$ cat config.mk
export PLATFORM = sky130hd
export DESIGN_NAME = led_bar_graph_renderer
export DESIGN_NICKNAME = d
export VERILOG_FILES = /design/src/lbg_pkg.sv /design/src/lbg_div.sv /design/src/lbg_datapath.sv /design/src/lbg_ctrl.sv /design/src/led_bar_graph_renderer.sv
export SDC_FILE = /design/constraint.sdc
export NUM_CORES = 1
export LEC_CHECK = 0
export ABC_AREA = 0
export BUFFER_PORTS_ARGS = -buffer_cell sky130_fd_sc_hd__buf_4
export CORE_MARGIN = 5
export CORE_UTILIZATION = 60
export CTS_BUF_LIST = sky130_fd_sc_hd__clkbuf_8
export CTS_CLUSTER_DIAMETER = 60
export DETAILED_ROUTE_END_ITERATION = 8
export PLACE_DENSITY = 0.78
export SYNTH_ARGS = -nofsm -noshare
export SYNTH_HDL_FRONTEND = slang
export SYNTH_SLANG_ARGS = --single-unit
export TNS_END_PERCENT = 100
$ cat constraint.sdc
create_clock -name clock -period 12 [get_ports clock]
set_input_delay 1.8 -clock clock [delete_from_list [all_inputs] [get_ports clock]]
set_output_delay 1.8 -clock clock [all_outputs]
set_load 0.01 [all_outputs]
$ cat src/lbg_pkg.sv
// Shared constants, codes and control types for the LED bar graph renderer.
package lbg_pkg;

   // Fixed levels and strip limits.
   localparam int MAX_LEDS      = 64;
   localparam int NEUTRAL_LEVEL = 1500;
   localparam int FULL_LEVEL    = 2000;
   localparam int SPAN          = (FULL_LEVEL > NEUTRAL_LEVEL) ? (FULL_LEVEL - NEUTRAL_LEVEL) : 0;

   // Field widths.
   localparam int SAMPLE_W = 12;
   localparam int COUNT_W  = 7;
   localparam int IDX_W    = 6;
   localparam int MODE_W   = 2;
   localparam int COLOR_W  = 24;
   localparam int CHAN_W   = 8;
   localparam int TAG_W    = 3;
   localparam int CSR_IDX_W = 2;

   // Divider geometry: a 20-bit numerator over a 12-bit divisor.
   localparam int DIV_NUM_W = 20;
   localparam int DIV_DEN_W = 12;
   localparam int DIV_CNT_W = 5;

   localparam logic [SAMPLE_W-1:0]  NEUTRAL_VAL = SAMPLE_W'(NEUTRAL_LEVEL);
   localparam logic [DIV_DEN_W-1:0] SPAN_VAL    = DIV_DEN_W'(SPAN);
   localparam logic [COUNT_W-1:0]   MAX_COUNT   = COUNT_W'(MAX_LEDS);

   // Configuration register indexes.
   localparam logic [CSR_IDX_W-1:0] CSR_LED_COUNT      = 2'd0;
   localparam logic [CSR_IDX_W-1:0] CSR_FILL_MODE      = 2'd1;
   localparam logic [CSR_IDX_W-1:0] CSR_THROTTLE_COLOR = 2'd2;
   localparam logic [CSR_IDX_W-1:0] CSR_BRAKE_COLOR    = 2'd3;

   // Configuration reset values.
   localparam logic [COUNT_W-1:0] LED_COUNT_RST      = 7'd8;
   localparam logic [MODE_W-1:0]  FILL_MODE_RST      = 2'd2;
   localparam logic [COLOR_W-1:0] THROTTLE_COLOR_RST = 24'h00FF00;
   localparam logic [COLOR_W-1:0] BRAKE_COLOR_RST    = 24'hFF0000;

   // Fill modes; the unused code behaves as middle mode.
   localparam logic [MODE_W-1:0] MODE_TOP    = 2'd0;
   localparam logic [MODE_W-1:0] MODE_BOTTOM = 2'd1;
   localparam logic [MODE_W-1:0] MODE_MIDDLE = 2'd2;

   // Divider operand selection.
   localparam logic [1:0] DIV_STEP = 2'd0;
   localparam logic [1:0] DIV_FULL = 2'd1;
   localparam logic [1:0] DIV_PART = 2'd2;

   // Commands from the controller to the datapath.
   typedef struct packed {
      logic       load;
      logic       div_go;
      logic [1:0] div_sel;
      logic       cap_step;
      logic       cap_full;
      logic       cap_part;
      logic       prep;
      logic       emit;
   } lbg_cmd_type;

   // Status from the datapath to the controller.
   typedef struct packed {
      logic div_done;
      logic last_idx;
   } lbg_status_type;

endpackage

$ cat src/lbg_div.sv
// Restoring divider that produces one quotient bit per cycle.
module lbg_div (
   input  logic                           clock,
   input  logic                           reset,
   input  logic                           start,
   input  logic [lbg_pkg::DIV_NUM_W-1:0]  dividend,
   input  logic [lbg_pkg::DIV_DEN_W-1:0]  divisor,
   input  logic [lbg_pkg::DIV_CNT_W-1:0]  iters,
   output logic [lbg_pkg::DIV_NUM_W-1:0]  quotient,
   output logic [lbg_pkg::DIV_DEN_W-1:0]  remainder,
   output logic                           done
);
   import lbg_pkg::*;

   logic [DIV_NUM_W-1:0] num_ff;
   logic [DIV_DEN_W-1:0] rem_ff;
   logic [DIV_CNT_W-1:0] cnt_ff;
   logic                 busy_ff;
   logic                 done_ff;

   logic [DIV_DEN_W:0]   partial;
   logic [DIV_DEN_W:0]   diff;
   logic                 ge;

   // Trial subtraction of the divisor from the shifted partial remainder.
   assign partial = {rem_ff, num_ff[DIV_NUM_W-1]};
   assign diff    = partial - {1'b0, divisor};
   assign ge      = (partial >= {1'b0, divisor});

   // The numerator shifts out at the top while quotient bits enter at the bottom.
   always_ff @(posedge clock) begin
      if (reset) begin
         busy_ff <= 1'b0;
         done_ff <= 1'b0;
         cnt_ff  <= '0;
      end else begin
         done_ff <= 1'b0;
         if (start) begin
            num_ff  <= dividend;
            rem_ff  <= '0;
            cnt_ff  <= iters;
            busy_ff <= 1'b1;
         end else if (busy_ff) begin
            num_ff <= {num_ff[DIV_NUM_W-2:0], ge};
            rem_ff <= ge ? diff[DIV_DEN_W-1:0] : partial[DIV_DEN_W-1:0];
            cnt_ff <= cnt_ff - 1'b1;
            if (cnt_ff == DIV_CNT_W'(1)) begin
               busy_ff <= 1'b0;
               done_ff <= 1'b1;
            end
         end
      end
   end

   assign quotient  = num_ff;
   assign remainder = rem_ff;
   assign done      = done_ff;

endmodule

$ cat src/lbg_datapath.sv
// Datapath: configuration registers, item registers, divider operands and LED colouring.
module lbg_datapath (
   input  logic                              clock,
   input  logic                              reset,
   input  lbg_pkg::lbg_cmd_type              cmd,
   output lbg_pkg::lbg_status_type           status,
   input  logic                              csr_we,
   input  logic [lbg_pkg::CSR_IDX_W-1:0]     csr_index,
   input  logic [lbg_pkg::COLOR_W-1:0]       csr_wdata,
   input  logic [lbg_pkg::SAMPLE_W-1:0]      req_throttle_sample,
   input  logic                              req_strip_enabled,
   input  logic                              req_animation_enabled,
   input  logic [lbg_pkg::TAG_W-1:0]         req_strip_id,
   output logic                              rsp_strobe,
   output logic [lbg_pkg::TAG_W-1:0]         rsp_strip_tag,
   output logic [lbg_pkg::IDX_W-1:0]         rsp_led_index,
   output logic [lbg_pkg::CHAN_W-1:0]        rsp_red,
   output logic [lbg_pkg::CHAN_W-1:0]        rsp_green,
   output logic [lbg_pkg::CHAN_W-1:0]        rsp_blue,
   output logic                              rsp_last_led
);
   import lbg_pkg::*;

   // Configuration registers.
   logic [COUNT_W-1:0] led_count_ff;
   logic [MODE_W-1:0]  fill_mode_ff;
   logic [COLOR_W-1:0] throttle_color_ff;
   logic [COLOR_W-1:0] brake_color_ff;

   // Registers of the request being rendered.
   logic [COUNT_W-1:0]   count_ff, count_in;
   logic [MODE_W-1:0]    mode_ff;
   logic [TAG_W-1:0]     tag_ff;
   logic                 on_ff;
   logic [SAMPLE_W-1:0]  dist_ff, dist_in;
   logic [COLOR_W-1:0]   color_ff, color_in;
   logic [DIV_DEN_W-1:0] step_ff, step_in;
   logic [DIV_DEN_W-1:0] full_ff;
   logic [DIV_DEN_W-1:0] rem_ff;
   logic [CHAN_W-1:0]    part_ff;
   logic [COLOR_W-1:0]   dim_ff, dim_in;
   logic [IDX_W-1:0]     idx_ff, idx_in;

   // Result registers.
   logic                 rsp_strobe_ff;
   logic [TAG_W-1:0]     rsp_tag_ff;
   logic [IDX_W-1:0]     rsp_idx_ff;
   logic [COLOR_W-1:0]   rsp_color_ff;
   logic                 rsp_last_ff;

   // Divider connections.
   logic [DIV_NUM_W-1:0] div_num;
   logic [DIV_DEN_W-1:0] div_den;
   logic [DIV_CNT_W-1:0] div_iters;
   logic [DIV_NUM_W-1:0] div_quot;
   logic [DIV_DEN_W-1:0] div_rem;
   logic                 div_done;

   logic                 braking;
   logic [CHAN_W:0]      part_plus;
   logic [16:0]          prod_r, prod_g, prod_b;
   logic [COUNT_W-1:0]   idx_ext;
   logic [COUNT_W-1:0]   half;
   logic [COUNT_W-1:0]   pos;
   logic [DIV_DEN_W-1:0] pos_ext;
   logic [COLOR_W-1:0]   lit_color;

   // Configuration writes.
   always_ff @(posedge clock) begin
      if (reset) begin
         led_count_ff      <= LED_COUNT_RST;
         fill_mode_ff      <= FILL_MODE_RST;
         throttle_color_ff <= THROTTLE_COLOR_RST;
         brake_color_ff    <= BRAKE_COLOR_RST;
      end else if (csr_we) begin
         case (csr_index)
            CSR_LED_COUNT:      led_count_ff      <= csr_wdata[COUNT_W-1:0];
            CSR_FILL_MODE:      fill_mode_ff      <= csr_wdata[MODE_W-1:0];
            CSR_THROTTLE_COLOR: throttle_color_ff <= csr_wdata;
            CSR_BRAKE_COLOR:    brake_color_ff    <= csr_wdata;
            default: ;
         endcase
      end
   end

   // Request capture: clamp the count, pick the colour and take the distance from neutral.
   always_comb begin
      if (led_count_ff == '0) begin
         count_in = COUNT_W'(1);
      end else if (led_count_ff > MAX_COUNT) begin
         count_in = MAX_COUNT;
      end else begin
         count_in = led_count_ff;
      end
      braking  = (req_throttle_sample < NEUTRAL_VAL);
      dist_in  = braking ? (NEUTRAL_VAL - req_throttle_sample)
                         : (req_throttle_sample - NEUTRAL_VAL);
      color_in = braking ? brake_color_ff : throttle_color_ff;
   end

   // Divider operands for the three divisions of one request.
   always_comb begin
      case (cmd.div_sel)
         DIV_STEP: begin
            div_num   = {SPAN_VAL, 8'd0};
            div_den   = {{(DIV_DEN_W-COUNT_W){1'b0}}, count_ff};
            div_iters = DIV_CNT_W'(DIV_DEN_W);
         end
         DIV_FULL: begin
            div_num   = {dist_ff, 8'd0};
            div_den   = step_ff;
            div_iters = DIV_CNT_W'(SAMPLE_W);
         end
         DIV_PART: begin
            // 255 * remainder as a shift and a subtract.
            div_num   = {rem_ff, 8'd0} - {8'd0, rem_ff};
            div_den   = step_ff;
            div_iters = DIV_CNT_W'(DIV_NUM_W);
         end
         default: begin
            div_num   = '0;
            div_den   = '0;
            div_iters = '0;
         end
      endcase
   end

   lbg_div u_div (
      .clock     (clock),
      .reset     (reset),
      .start     (cmd.div_go),
      .dividend  (div_num),
      .divisor   (div_den),
      .iters     (div_iters),
      .quotient  (div_quot),
      .remainder (div_rem),
      .done      (div_done)
   );

   // A step of zero is taken as one.
   assign step_in = (div_quot[DIV_DEN_W-1:0] == '0) ? DIV_DEN_W'(1) : div_quot[DIV_DEN_W-1:0];

   // Partly lit colour, each channel scaled by (part + 1) / 256.
   assign part_plus = {1'b0, part_ff} + 9'd1;
   assign prod_r    = 17'(color_ff[23:16]) * 17'(part_plus);
   assign prod_g    = 17'(color_ff[15:8])  * 17'(part_plus);
   assign prod_b    = 17'(color_ff[7:0])   * 17'(part_plus);
   assign dim_in    = {prod_r[15:8], prod_g[15:8], prod_b[15:8]};

   // Fill position of the current LED and its colour.
   always_comb begin
      idx_ext = {1'b0, idx_ff};
      half    = count_ff >> 1;
      case (mode_ff)
         MODE_TOP:    pos = count_ff - COUNT_W'(1) - idx_ext;
         MODE_BOTTOM: pos = idx_ext;
         default:     pos = (idx_ext < half) ? (half - COUNT_W'(1) - idx_ext) : (idx_ext - half);
      endcase
      pos_ext = {{(DIV_DEN_W-COUNT_W){1'b0}}, pos};
      if (!on_ff) begin
         lit_color = '0;
      end else if (pos_ext < full_ff) begin
         lit_color = color_ff;
      end else if (pos_ext == full_ff) begin
         lit_color = dim_ff;
      end else begin
         lit_color = '0;
      end
   end

   assign idx_in = cmd.prep ? '0 : (idx_ff + 1'b1);

   // Item registers.
   always_ff @(posedge clock) begin
      if (cmd.load) begin
         count_ff <= count_in;
         mode_ff  <= fill_mode_ff;
         tag_ff   <= req_strip_id;
         on_ff    <= req_strip_enabled & req_animation_enabled;
         dist_ff  <= dist_in;
         color_ff <= color_in;
      end
      if (cmd.cap_step) begin
         step_ff <= step_in;
      end
      if (cmd.cap_full) begin
         full_ff <= div_quot[DIV_DEN_W-1:0];
         rem_ff  <= div_rem;
      end
      if (cmd.cap_part) begin
         part_ff <= div_quot[CHAN_W-1:0];
      end
      if (cmd.prep) begin
         dim_ff <= dim_in;
      end
      if (cmd.prep || cmd.emit) begin
         idx_ff <= idx_in;
      end
   end

   // Result registers; the strobe lasts one cycle per LED.
   always_ff @(posedge clock) begin
      if (reset) begin
         rsp_strobe_ff <= 1'b0;
      end else begin
         rsp_strobe_ff <= cmd.emit;
      end
   end

   always_ff @(posedge clock) begin
      if (cmd.emit) begin
         rsp_tag_ff   <= tag_ff;
         rsp_idx_ff   <= idx_ff;
         rsp_color_ff <= lit_color;
         rsp_last_ff  <= status.last_idx;
      end
   end

   assign status.div_done = div_done;
   assign status.last_idx = (idx_ext == (count_ff - COUNT_W'(1)));

   assign rsp_strobe    = rsp_strobe_ff;
   assign rsp_strip_tag = rsp_tag_ff;
   assign rsp_led_index = rsp_idx_ff;
   assign rsp_red       = rsp_color_ff[23:16];
   assign rsp_green     = rsp_color_ff[15:8];
   assign rsp_blue      = rsp_color_ff[7:0];
   assign rsp_last_led  = rsp_strobe_ff & rsp_last_ff;

   // A result only follows an emit command.
   a_strobe_after_emit: assert property (@(posedge clock) disable iff (reset)
      rsp_strobe_ff |-> $past(cmd.emit))
      else $error("result strobe without an emit command");

   // Within a frame the LED index advances by one on every result.
   a_index_steps: assert property (@(posedge clock) disable iff (reset)
      (rsp_strobe_ff && !rsp_last_ff) |=>
         (rsp_strobe_ff && (rsp_idx_ff == IDX_W'($past(rsp_idx_ff) + 1'b1))))
      else $error("LED results of a frame are not contiguous");

   // The divider is never restarted in the cycle its result is collected.
   a_no_overlap: assert property (@(posedge clock) disable iff (reset)
      cmd.div_go |-> !div_done)
      else $error("divider started while a result was pending");

endmodule

$ cat src/lbg_ctrl.sv
// Controller state machine sequencing the divisions and the LED results of a request.
module lbg_ctrl (
   input  logic                     clock,
   input  logic                     reset,
   input  logic                     start,
   output logic                     busy,
   output lbg_pkg::lbg_cmd_type     cmd,
   input  lbg_pkg::lbg_status_type  status
);
   import lbg_pkg::*;

   localparam logic [3:0] S_IDLE      = 4'd0;
   localparam logic [3:0] S_STEP_GO   = 4'd1;
   localparam logic [3:0] S_STEP_WAIT = 4'd2;
   localparam logic [3:0] S_FULL_GO   = 4'd3;
   localparam logic [3:0] S_FULL_WAIT = 4'd4;
   localparam logic [3:0] S_PART_GO   = 4'd5;
   localparam logic [3:0] S_PART_WAIT = 4'd6;
   localparam logic [3:0] S_PREP      = 4'd7;
   localparam logic [3:0] S_EMIT      = 4'd8;

   logic [3:0] state_ff, state_in;

   // Next state and commands.
   always_comb begin
      state_in = state_ff;
      cmd      = '0;
      case (state_ff)
         S_IDLE: begin
            if (start) begin
               cmd.load = 1'b1;
               state_in = S_STEP_GO;
            end
         end
         S_STEP_GO: begin
            cmd.div_go  = 1'b1;
            cmd.div_sel = DIV_STEP;
            state_in    = S_STEP_WAIT;
         end
         S_STEP_WAIT: begin
            if (status.div_done) begin
               cmd.cap_step = 1'b1;
               state_in     = S_FULL_GO;
            end
         end
         S_FULL_GO: begin
            cmd.div_go  = 1'b1;
            cmd.div_sel = DIV_FULL;
            state_in    = S_FULL_WAIT;
         end
         S_FULL_WAIT: begin
            cmd.div_sel = DIV_FULL;
            if (status.div_done) begin
               cmd.cap_full = 1'b1;
               state_in     = S_PART_GO;
            end
         end
         S_PART_GO: begin
            cmd.div_go  = 1'b1;
            cmd.div_sel = DIV_PART;
            state_in    = S_PART_WAIT;
         end
         S_PART_WAIT: begin
            cmd.div_sel = DIV_PART;
            if (status.div_done) begin
               cmd.cap_part = 1'b1;
               state_in     = S_PREP;
            end
         end
         S_PREP: begin
            cmd.prep = 1'b1;
            state_in = S_EMIT;
         end
         S_EMIT: begin
            cmd.emit = 1'b1;
            if (status.last_idx) begin
               state_in = S_IDLE;
            end
         end
         default: begin
            state_in = S_IDLE;
         end
      endcase
   end

   always_ff @(posedge clock) begin
      if (reset) begin
         state_ff <= S_IDLE;
      end else begin
         state_ff <= state_in;
      end
   end

   assign busy = (state_ff != S_IDLE);

   // The last LED of a frame returns the controller to idle.
   a_last_to_idle: assert property (@(posedge clock) disable iff (reset)
      (cmd.emit && status.last_idx) |=> !busy)
      else $error("controller did not return to idle after the last LED");

   // A request is loaded only when the block is idle.
   a_load_when_idle: assert property (@(posedge clock) disable iff (reset)
      cmd.load |-> (start && !busy))
      else $error("request loaded while busy");

   // Emission follows the preparation cycle.
   a_emit_after_prep: assert property (@(posedge clock) disable iff (reset)
      $rose(cmd.emit) |-> $past(cmd.prep))
      else $error("LED emission began without preparation");

endmodule

$ cat src/led_bar_graph_renderer.sv
// Top level of the LED bar graph renderer: controller and datapath.
//
//  Channel   Ports                        Handshake
//  request   start, busy, req_*           taken when start is high and busy is low
//  result    rsp_strobe, rsp_*            one LED per strobe cycle, cannot be held off
//  config    csr_we, csr_index, csr_wdata written when csr_we is high
//
// A request runs three divisions on one shared bit-serial divider, then a step
// to scale the partial colour, then one LED result per cycle. busy falls after
// the last LED, so a new request is taken only once the last one is done.
// Reset is synchronous and returns the configuration to its defaults.
// The result side has no back-pressure; results are registered and leave in the cycle after they are formed.
module led_bar_graph_renderer (
   input  logic                           clock,
   input  logic                           reset,
   input  logic                           start,
   output logic                           busy,
   input  logic [lbg_pkg::SAMPLE_W-1:0]   req_throttle_sample,
   input  logic                           req_strip_enabled,
   input  logic                           req_animation_enabled,
   input  logic [lbg_pkg::TAG_W-1:0]      req_strip_id,
   output logic                           rsp_strobe,
   output logic [lbg_pkg::TAG_W-1:0]      rsp_strip_tag,
   output logic [lbg_pkg::IDX_W-1:0]      rsp_led_index,
   output logic [lbg_pkg::CHAN_W-1:0]     rsp_red,
   output logic [lbg_pkg::CHAN_W-1:0]     rsp_green,
   output logic [lbg_pkg::CHAN_W-1:0]     rsp_blue,
   output logic                           rsp_last_led,
   input  logic                           csr_we,
   input  logic [lbg_pkg::CSR_IDX_W-1:0]  csr_index,
   input  logic [lbg_pkg::COLOR_W-1:0]    csr_wdata
);
   import lbg_pkg::*;

   lbg_cmd_type    cmd;
   lbg_status_type status;

   // Sequencing.
   lbg_ctrl u_ctrl (
      .clock  (clock),
      .reset  (reset),
      .start  (start),
      .busy   (busy),
      .cmd    (cmd),
      .status (status)
   );

   // Arithmetic, configuration and results.
   lbg_datapath u_datapath (
      .clock                 (clock),
      .reset                 (reset),
      .cmd                   (cmd),
      .status                (status),
      .csr_we                (csr_we),
      .csr_index             (csr_index),
      .csr_wdata             (csr_wdata),
      .req_throttle_sample   (req_throttle_sample),
      .req_strip_enabled     (req_strip_enabled),
      .req_animation_enabled (req_animation_enabled),
      .req_strip_id          (req_strip_id),
      .rsp_strobe            (rsp_strobe),
      .rsp_strip_tag         (rsp_strip_tag),
      .rsp_led_index         (rsp_led_index),
      .rsp_red               (rsp_red),
      .rsp_green             (rsp_green),
      .rsp_blue              (rsp_blue),
      .rsp_last_led          (rsp_last_led)
   );

endmodule

==> results of run 1 <==
## synthesized netlist by cell type, drive strengths merged (21+ instances only)
library cell  number
xor2              21
nand2            192
inv              194
clkbuf            72
fa               123
nand3b            21
xnor2             70
mux2              25
nor3              34
nand3             44
a21oi             91
edfxtp           189
o21ai             47
mux2i             21
nor2b             39
nor2              88
a21boi            28
and2             147
ha               149
dfxtp             69
nand2b            37
## metal layers
metal  share of wire  global-route usage
met5               0                   0
met4           0.024              0.0685
met3           0.064              0.0441
met2            0.49               0.422
met1            0.43               0.325
## layout make-up
cell class / instances / area (µm²) / area share
clock inverters: 32 / 310 / 0.0150
inverters: 194 / 728 / 0.0353
multi-input cells: 1309 / 10600 / 0.515
clock buffers: 47 / 647 / 0.0313
repair buffers: 102 / 766 / 0.0371
flip-flops and latches: 258 / 7060 / 0.342
well taps: 396 / 495 / 0.0240
## metrics by stage
stage	cell area, µm²	std cells
3_3_place_gp	19700	2259
5_1_grt	20600	2338
4_1_cts	20600	2338
2_1_floorplan	18800	1848
6_report	20600	2338
3_5_place_dp	19700	2259
## flip-flops by register name, summed over array words and instances, names as in the netlist, 3 cells and up
register	cells
u_ctrl.state_ff	4
u_datapath.brake_color_ff	24
u_datapath.color_ff	24
u_datapath.count_ff	7
u_datapath.dim_ff	24
u_datapath.dist_ff	12
u_datapath.full_ff	12
u_datapath.idx_ff	6
u_datapath.led_count_ff	7
u_datapath.part_ff	8
u_datapath.rem_ff	12
u_datapath.rsp_color_ff	24
u_datapath.rsp_led_index	6
u_datapath.rsp_strip_tag	3
u_datapath.step_ff	12
u_datapath.tag_ff	3
u_datapath.throttle_color_ff	24
u_datapath.u_div.cnt_ff	5
u_datapath.u_div.quotient	20
u_datapath.u_div.remainder	12
## worst reg2reg max path, delay by kind of cell, from the launching register on
family	cells	cell delay, ns
adder cells (fa/ha/maj)	5	2.25
buffers and inverters	4	0.49
AO/OA/AOI/OAI	6	1.27
XOR/XNOR	2	0.76
flip-flops	1	0.87
AND/OR/NAND/NOR	2	0.29
## kinds of logic (layout without fill, tap and decap cells)
group,Yosys count,in the layout,synth area share
simple gates,647,647,0.178
buf+inv,281,375,0.0584
fa+ha+maj,272,272,0.231
flops,258,258,0.376
compound gates,253,253,0.0882
xor+xnor,91,91,0.0425
mux,46,46,0.0262
## power groups by stage
| stage | sequential [W] | combinational (W) | clock [W] |
|---|---|---|---|
| floorplan | 0.00107 | 0.000613 | 0 |
| global placement | 0.00110 | 0.000737 | 0 |
| detailed placement | 0.00111 | 0.000771 | 0 |
| CTS | 0.00109 | 0.000780 | 0.000885 |
| global route | 0.00109 | 0.000892 | 0.000928 |
| finish | 0.00109 | 0.000773 | 0.000868 |
## how the worst max path moves through the flow
stage          slack, ns  depth (start not counted)                     to                   from
2_1_floorplan       6.81                          3   u_datapath.idx_ff[0]     u_ctrl.state_ff[2]
3_3_place_gp        6.13                         19  u_datapath.dim_ff[15]  u_datapath.part_ff[0]
3_5_place_dp        5.88                         19  u_datapath.dim_ff[15]  u_datapath.part_ff[0]
4_1_cts             5.87                         19  u_datapath.dim_ff[15]  u_datapath.part_ff[0]
5_1_grt             5.42                         19  u_datapath.dim_ff[15]  u_datapath.part_ff[0]
6_report            5.81                         19  u_datapath.dim_ff[15]  u_datapath.part_ff[0]
==> qor.csv, run 1 <==
metric;value;unit
status;finished clean;
worst reg-to-reg setup slack;5.81;ns
most frequent cells in the layout;inv_1, nand2_1, edfxtp_1;
Yosys top cell area share;0.303;
commonest non-fill, non-tap cell in the layout;inv_1;
max cap viols;0;
Rel. slew slack;0.262;
Setup crit start kind;flop;
delay-heaviest family, CP;adder cells;
CTS Sinks;258;
Core Region;30700;µm²
Synth area leader;edfxtp_1;
Site Rows;64;
post-synthesis sequential area ratio;0.376;
Vias;13300;
Slew Viols, Final;0;
fillers;2364;
Post-DRT Antenna Nets;0;
Hold EP;u_datapath.rsp_strip_tag[2];
die area;34900;µm²
CTS Buf Count;44;
Switching Share;0.312;
total gr overflow;0;
Final Power;0.00273;W
Hold Vio Cnt, Final;0;
Yosys reg bits;258;
CTS root buf;clkbuf_8;
hold path start;u_datapath.tag_ff[2];
via/cell ratio;5.69;
fraction of registers with async set/reset;0;
Final nets;2228;
Setup Slack @ Placement;5.88;ns
Synth area leaders;edfxtp_1, fa_1, ha_1;
PortBufs;82;
final setup violation count;0;
maximum fanout along the worst path;24;
most used cell, CP;fa_1;
GRT Util Overall;0.247;
Logic pwr share;0.283;
fraction of layout cells with a size suffix above 1;0.116;
final setup TNS;0;ns
crit end category;flop;
RR Startpoint;u_datapath.part_ff[0];
Fin Clk Skew;0.0237;ns
H-tree Lvls;2;
CP Cell Sequence;nand3_1 -> xnor2_1 -> buf_4 -> nand2_1 -> fa_1 -> fa_1 -> inv_1 -> fa_1 -> inv_1 -> fa_1 -> inv_1 -> ha_1 -> a2111oi_0 -> o21ai_1 -> a21oi_1 -> a21oi_1 -> a21o_1 -> a21oi_1 -> xnor2_1;
number of global-route vias before repair;14200;
syn nets;2167;
Crit path largest cell delay;0.87;ns
Routed WL;42.3;mm
Peak Freq;162;MHz
CP Class;flop to flop;
actual slew at the worst max-slew pin;1.10;ns
TritonCTS clock tree;yes;
crit path time final;6.19;ns
initial core utilization;0.610;
post-CTS sizing;0;
Core Util, Final;0.671;
setup ws final;5.81;ns
Most used DFF post-synth;edfxtp_1;
largest net degree at the start of global routing;71;
Synth cell types;67;
Antenna Cells;0;
First-pass DRT Iterations;5;
Post-CTS Setup Inserts;0;
GPL Wtd Cong;0.924;
Hold Path Class;flop to flop;
reported net switching power;0.000853;W
hpwl dp;30.5;mm
Netlist Area Pre-Place;18800;µm²
first-pass GRT wire length;71.3;mm
hold path depth;0;
initial antenna violation count;0;
P&R area growth vs syn;10.0;%
RSZ-0062 raised after global routing;no;
IO Count;83;
fin crit share;0.516;
Chip Width;187;µm
Internal Power;0.00188;W
worst skew pair latency;0.58;ns
CTS hold repair buffers;0;
power share of the clock group;0.318;
wire length per cell;18.1;µm
Required @ worst endpoint;12.32;ns
VDD IR max;95.9;µV
clk slew on worst S/H paths;0.06;ns
depth of the most critical reg-to-reg path;19;
Leakage;8.85;nW
die height;187;µm
Sequential Power Share;0.399;
mean area per synthesized cell;10.1;µm²
Yosys warnings;0;
WP data arrival;6.50;ns
reg-to-reg endpoint;u_datapath.dim_ff[15];
Cells after Synth;1848;
Post-synth EDFFs;189;
Slowest-stage cell, CP;edfxtp_1;
P per Cell Area;132;nW/µm²
worst path buffer plus inverter count;4;
drt drc;0;
iteration-0 DRC count of the detailed router;910;
clock tree buffer depth;3;
final hold slack;0.424;ns
No activity file was read; power rests on OpenSTA's default activity.
==> run 2: changes to the inputs <==
Settings changed: ABC_AREA 0 to 1.
Clock period 12 ns to 6.1 ns, I/O delays scaled along.
==> run 2 against run 1 <==
Effect of this change: flip-flop and latch count unchanged; first-iteration DRC count grew 42%; sequential share of layout area decreased by 1.5 points; cell area rose by 4.7%; hold slack lost 0.015 ns; clock power rose by 81%; cell count rose by 28%; non-clock buffer count fell by 5; die area rose by 4.9%.
==> qor.csv, run 2 <==
metric;value;unit;change
die height;191;µm;+2.4%
status;finished clean;;
Most used DFF post-synth;edfxtp_1;;
Placed Instances;2906;;+29%
Post-synth EDFFs;189;;unchanged
actual slew at the worst max-slew pin;1.18;ns;+0.0745 ns
initial antenna violation count;1;;+1
multi-input logic area;10900;µm²;+2.1%
hpwl dp;38.4;mm;+26%
CTS root buf;clkbuf_8;;
Post-CTS Setup Inserts;0;;unchanged
Finished Layout Cells;2988;;+28%
depth of the most critical reg-to-reg path;17;;-2
TritonCTS clock tree;yes;;
hold path start;u_datapath.tag_ff[1];;
Cells after Synth;2435;;+32%
Hold Vio Cnt, Final;0;;unchanged
Site Rows;66;;+3.1%
most frequent cell after synthesis;nand2_1;;
met3 Use GR;0.0668;;+0.0227
Yosys top cell area share;0.288;;-0.0149
Synth area leaders;edfxtp_1, fa_1, nand2_1;;
Vias;16400;;+23%
Required @ worst endpoint;6.45;ns;-5.87 ns
met2 Usage GRT;0.450;;+0.0277
Setup crit start kind;flop;;
GRT met1 Usage;0.362;;+0.0366
fin crit share;0.870;;+0.354
Chip Width;191;µm;+2.4%
die area;36600;µm²;+4.9%
CP Class;flop to flop;;
Core Region;32500;µm²;+5.8%
Antenna Cells;0;;unchanged
max cap viols;0;;unchanged
fraction of layout cells with a size suffix above 1;0.0813;;-0.0346
commonest non-fill, non-tap cell in the layout;nand2_1;;
Peak Freq;188;MHz;+17%
Synth area leader;edfxtp_1;;
Routed WL;50.3;mm;+19%
via/cell ratio;5.48;;-3.7%
drt drc;0;;unchanged
mean area per synthesized cell;8.10;µm²;-20%
Fin Clk Skew;0.0250;ns;+0.00131 ns
fraction of registers with async set/reset;0;;unchanged
IO Count;83;;unchanged
RSZ-0062 raised after global routing;no;;
P per Cell Area;318;nW/µm²;+140%
most frequent cells in the layout;nand2_1, inv_1, nor2_1;;
CTS hold repair buffers;0;;unchanged
post-CTS sizing;0;;unchanged
syn nets;2754;;+27%
maximum fanout along the worst path;21;;-13%
largest net degree at the start of global routing;58;;-18%
hold path depth;0;;unchanged
VDD IR max;232;µV;+140%
register area;7060;µm²;unchanged
GRT Util Overall;0.280;;+0.0331
busiest grt layer;met2;;
clock tree buffer depth;3;;unchanged
WP data arrival;5.66;ns;-0.84 ns
Final nets;2829;;+27%
Leakage;10.5;nW;+19%
Rel. slew slack;0.214;;-0.0485
Synth cell types;52;;-22%
commonest cells in the netlist;nand2_1, inv_1, nor2_1, edfxtp_1, ha_1;;
number of global-route vias before repair;16400;;+16%
crit path time final;5.31;ns;-0.883 ns
RR Startpoint;u_datapath.part_ff[0];;
clk slew on worst S/H paths;0.06;ns;about the same
wire length per cell;16.8;µm;-7.0%
Hold Path Class;flop to flop;;
final setup violation count;0;;unchanged
fillers;2767;;+17%
GPL Wtd Cong;0.952;;+3.1%
Yosys reg bits;258;;unchanged
crit end category;flop;;
worst reg-to-reg setup slack;0.79;ns;-5.02 ns
iteration-0 DRC count of the detailed router;1292;;+42%
CTS Sinks;258;;unchanged
first-pass GRT wire length;81.4;mm;+14%
H-tree Lvls;2;;unchanged
reg-to-reg endpoint;u_datapath.dim_ff[14];;
Core Util, Final;0.664;;-0.00678
Slew Viols, Final;0;;unchanged
P&R area growth vs syn;9.56;%;
Netlist Area Pre-Place;19700;µm²;+5.2%
Yosys warnings;0;;unchanged
CTS Buf Count;44;;unchanged
First-pass DRT Iterations;9;;+4
final setup TNS;0;ns;unchanged
worst skew pair latency;0.61;ns;+0.03 ns
total gr overflow;0;;unchanged
PortBufs;82;;unchanged
Post-DRT Antenna Nets;0;;unchanged
post-synthesis sequential area ratio;0.358;;-0.0186
Hold EP;u_datapath.rsp_strip_tag[1];;
initial core utilization;0.606;;-0.00357
run 2: worst max-delay path, stage by stage, from the launching register on:
cell      delay (ns)
edfxtp_1        0.43
ha_1            0.25
xor2_1          0.18
inv_1           0.59
nor2_1          0.15
fa_1            0.55
fa_1            0.55
fa_1            0.56
inv_1           0.06
fa_1            0.53
inv_1           0.04
ha_1            0.35
a21oi_1         0.25
o21ai_0         0.17
a21oi_1         0.20
nand2_1         0.08
nand2_1         0.07
nand2_1         0.06
run 2: how the worst max path moves through the flow:
stage,slack [ns],end,cells past startpoint,startpoint
floorplan,1.29,u_datapath.dim_ff[6],24,u_datapath.part_ff[1]
global placement,1.02,u_datapath.dim_ff[6],17,u_datapath.part_ff[0]
detailed placement,0.90,u_datapath.dim_ff[14],17,u_datapath.part_ff[0]
CTS,0.88,u_datapath.dim_ff[14],17,u_datapath.part_ff[0]
global route,0.48,u_datapath.dim_ff[14],21,u_datapath.part_ff[2]
finish,0.79,u_datapath.dim_ff[14],17,u_datapath.part_ff[0]
run 2: power by group:
part	switching (W)	internal (W)
Clock	0.000742	0.000832
Sequential	0.000156	0.00216
Combinational	0.00189	0.00109
run 2: area by class of cell:
type                            count  area share
Clock buffer                       49      0.0312
Clock inverter                     33     0.00967
Inverter                          407      0.0709
Multi-Input combinational cell   1702       0.502
Sequential cell                   258       0.326
Tap cell                          442      0.0256
Timing Repair Buffer               97      0.0337
run 2: metal layers:
layer	vias up	part of all wire
met5	-	0.00026
met4	2	0.042
met3	142	0.088
met2	640	0.45
met1	7709	0.42
li1	7887	-
run 2: cells by family after synthesis:
| group | count (synthesis) | synth area share |
|---|---|---|
| compound gates | 275 | 0.0755 |
| xor+xnor | 57 | 0.0253 |
| fa+ha+maj | 272 | 0.219 |
| buf+inv | 475 | 0.0938 |
| flops | 258 | 0.358 |
| simple gates | 1098 | 0.228 |
run 2: metrics by stage:
step / power [W] / instance area [µm²] / setup slack (ns) / hold slack [ns]
final: 0.00687 / 21600 / 0.795 / 0.409
after global routing: 0.00744 / 21600 / 0.483 / 0.399
after CTS: 0.00688 / 21600 / 0.877 / 0.414
after detailed placement: 0.00528 / 20700 / 0.901 / 0.406
after global placement: 0.00521 / 20700 / 1.02 / 0.402
after floorplan: 0.00456 / 19700 / 1.29 / 0.400
==> run 3: changes to the inputs <==
Settings changed: CELL_PAD_IN_SITES_DETAIL_PLACEMENT set to 0, CELL_PAD_IN_SITES_GLOBAL_PLACEMENT set to 1, CORE_UTILIZATION 60 to 49, PLACE_DENSITY 0.78 to unset, PLACE_DENSITY_LB_ADDON set to 0.1, TNS_END_PERCENT 100 to unset.
==> run 3 against run 2 <==
Effect of this change: combinational power barely moved; critical endpoint is now u_datapath.dim_ff[12]; non-clock buffer count increased by 3; fmax fell by 3.4%.
==> qor.csv, run 3 (synthesis gave the netlist of run 2 again) <==
metric;value;unit;change
status;finished clean;;
Peak Freq;182;MHz;-3.4%
hold path start;u_datapath.tag_ff[2];;
crit end category;flop;;
H-tree Lvls;2;;unchanged
post-CTS sizing;0;;unchanged
die height;211;µm;+10%
die area;44400;µm²;+21%
PortBufs;82;;unchanged
final setup violation count;0;;unchanged
Crit path largest cell delay;0.55;ns;-0.04 ns
worst skew pair latency;0.63;ns;+0.02 ns
largest net degree at the start of global routing;58;;unchanged
max cap viols;0;;unchanged
most used cell, CP;inv_1;;
hpwl dp;40.9;mm;+6.6%
fillers;3871;;+40%
via/cell ratio;5.21;;-5.0%
most frequent cells in the layout;nand2_1, inv_1, nor2_1;;
fraction of layout cells with a size suffix above 1;0.0832;;+0.00187
Chip Width;211;µm;+10%
Slowest-stage cell, CP;edfxtp_1;;
multi-input logic area;10900;µm²;unchanged
clk slew on worst S/H paths;0.06;ns;about the same
Site Rows;73;;+11%
Post-DRT Antenna Nets;0;;unchanged
CP Class;flop to flop;;
actual slew at the worst max-slew pin;0.990;ns;-0.188 ns
Routed WL;53.2;mm;+5.6%
VDD IR max;146;µV;-37%
WP data arrival;5.83;ns;+0.17 ns
Setup crit start kind;flop;;
maximum fanout along the worst path;18;;-14%
GRT Util Overall;0.239;;-0.0410
Placed Instances;2992;;+3.0%
Fin Clk Skew;0.0340;ns;+0.00902 ns
CTS root buf;clkbuf_8;;
Vias;16000;;-2.2%
Core Region;39800;µm²;+22%
number of global-route vias before repair;15800;;-4.0%
initial core utilization;0.495;;-0.111
initial antenna violation count;3;;+2
Leakage;10.6;nW;+0.42%
CP startpoint;u_datapath.part_ff[0];;
Post-CTS Setup Inserts;0;;unchanged
CTS Sinks;258;;unchanged
total gr overflow;0;;unchanged
commonest non-fill, non-tap cell in the layout;nand2_1;;
Finished Layout Cells;3076;;+2.9%
P&R area growth vs syn;10.3;%;
Slew Viols, Final;0;;unchanged
wire length per cell;17.3;µm;+2.6%
GPL Wtd Cong;0.932;;-2.1%
RR Startpoint;u_datapath.part_ff[0];;
register area;7060;µm²;unchanged
CTS Buf Count;45;;+2.3%
Rel. slew slack;0.337;;+0.123
Hold Vio Cnt, Final;0;;unchanged
drt drc;0;;unchanged
fin crit share;0.900;;+0.0305
First-pass DRT Iterations;7;;-2
TritonCTS clock tree;yes;;
crit path time final;5.49;ns;+0.186 ns
CTS hold repair buffers;0;;unchanged
Required @ worst endpoint;6.44;ns;about the same
final setup TNS;0;ns;unchanged
CP Cell Sequence;nand3_2 -> nor2_1 -> inv_1 -> o21bai_1 -> nand2_1 -> inv_1 -> nand2_1 -> fa_1 -> fa_1 -> inv_1 -> fa_1 -> inv_1 -> fa_1 -> inv_1 -> ha_1 -> a21oi_1 -> o21ai_0 -> nand2_1 -> nand3_1 -> xor2_1;;
Final nets;2833;;+0.14%
iteration-0 DRC count of the detailed router;1052;;-19%
RSZ-0062 raised after global routing;no;;
IO Count;83;;unchanged
P per Cell Area;318;nW/µm²;about the same
first-pass GRT wire length;84.6;mm;+4.0%
Hold Path Class;flop to flop;;
clock tree buffer depth;3;;unchanged
[run 3: cell count changes in the layout (fill, tap and decap cells not counted)]
cell	before	now
inv_8	1	2
clkinv_1	9	4
inv_6	2	1
diode_2	0	2
clkinvlp_4	2	0
bufinv_16	2	1
clkbuf_8	49	54
buf_4	97	100
inv_1	411	414
[run 3: worst max-delay path, delay by kind of cell, from the launching register on]
| kind | cells | cell delay (ns) |
|---|---|---|
| AO/OA/AOI/OAI | 3 | 0.44 |
| XOR/XNOR | 1 | 0.15 |
| adder cells (fa/ha/maj) | 5 | 2.38 |
| buffers and inverters | 5 | 0.70 |
| flip-flops | 1 | 0.55 |
| AND/OR/NAND/NOR | 6 | 1.00 |
[run 3: metrics by stage]
stage,total power (W),hold slack (ns),area (µm²),util,setup WS (ns)
after global routing,0.00753,0.441,21800,0.546,0.229
after detailed placement,0.00534,0.409,20900,0.524,0.648
after floorplan,0.00456,0.400,19700,-,1.29
final,0.00691,0.422,21800,0.547,0.609
after CTS,0.00697,0.424,21800,0.546,0.640
after global placement,0.00530,0.401,20900,0.524,0.777
[run 3: routing by layer]
metal,part of all wire,global-route usage,vias to the layer above
li1,-,-,7906
met1,0.45,0.333,7586
met2,0.46,0.386,433
met3,0.058,0.0402,98
met4,0.025,0.0700,2
met5,0.00013,0,-
[run 3: final timing paths]
check	cells after the start	slack (ns)	end
max reg2reg	20	0.61	u_datapath.dim_ff[12]
min	0	0.42	u_datapath.rsp_strip_tag[2]
max	20	0.61	u_datapath.dim_ff[12]
min reg2reg	0	0.42	u_datapath.rsp_strip_tag[2]
[run 3: final cells by class]
class	instances	area share
Antenna cell	2	0.000230
Clock inverter	28	0.00730
Inverter	407	0.0704
Timing Repair Buffer	100	0.0345
Multi-Input combinational cell	1702	0.499
Tap cell	525	0.0302
Clock buffer	54	0.0341
Sequential cell	258	0.324
[run 3: power breakdown]
| group | switching, W | internal [W] | total [W] | leakage, nW |
|---|---|---|---|---|
| clock network | 0.000745 | 0.000851 | 0.00160 | 0.530 |
| logic | 0.00192 | 0.00110 | 0.00301 | 7.72 |
| registers | 0.000148 | 0.00216 | 0.00230 | 2.31 |
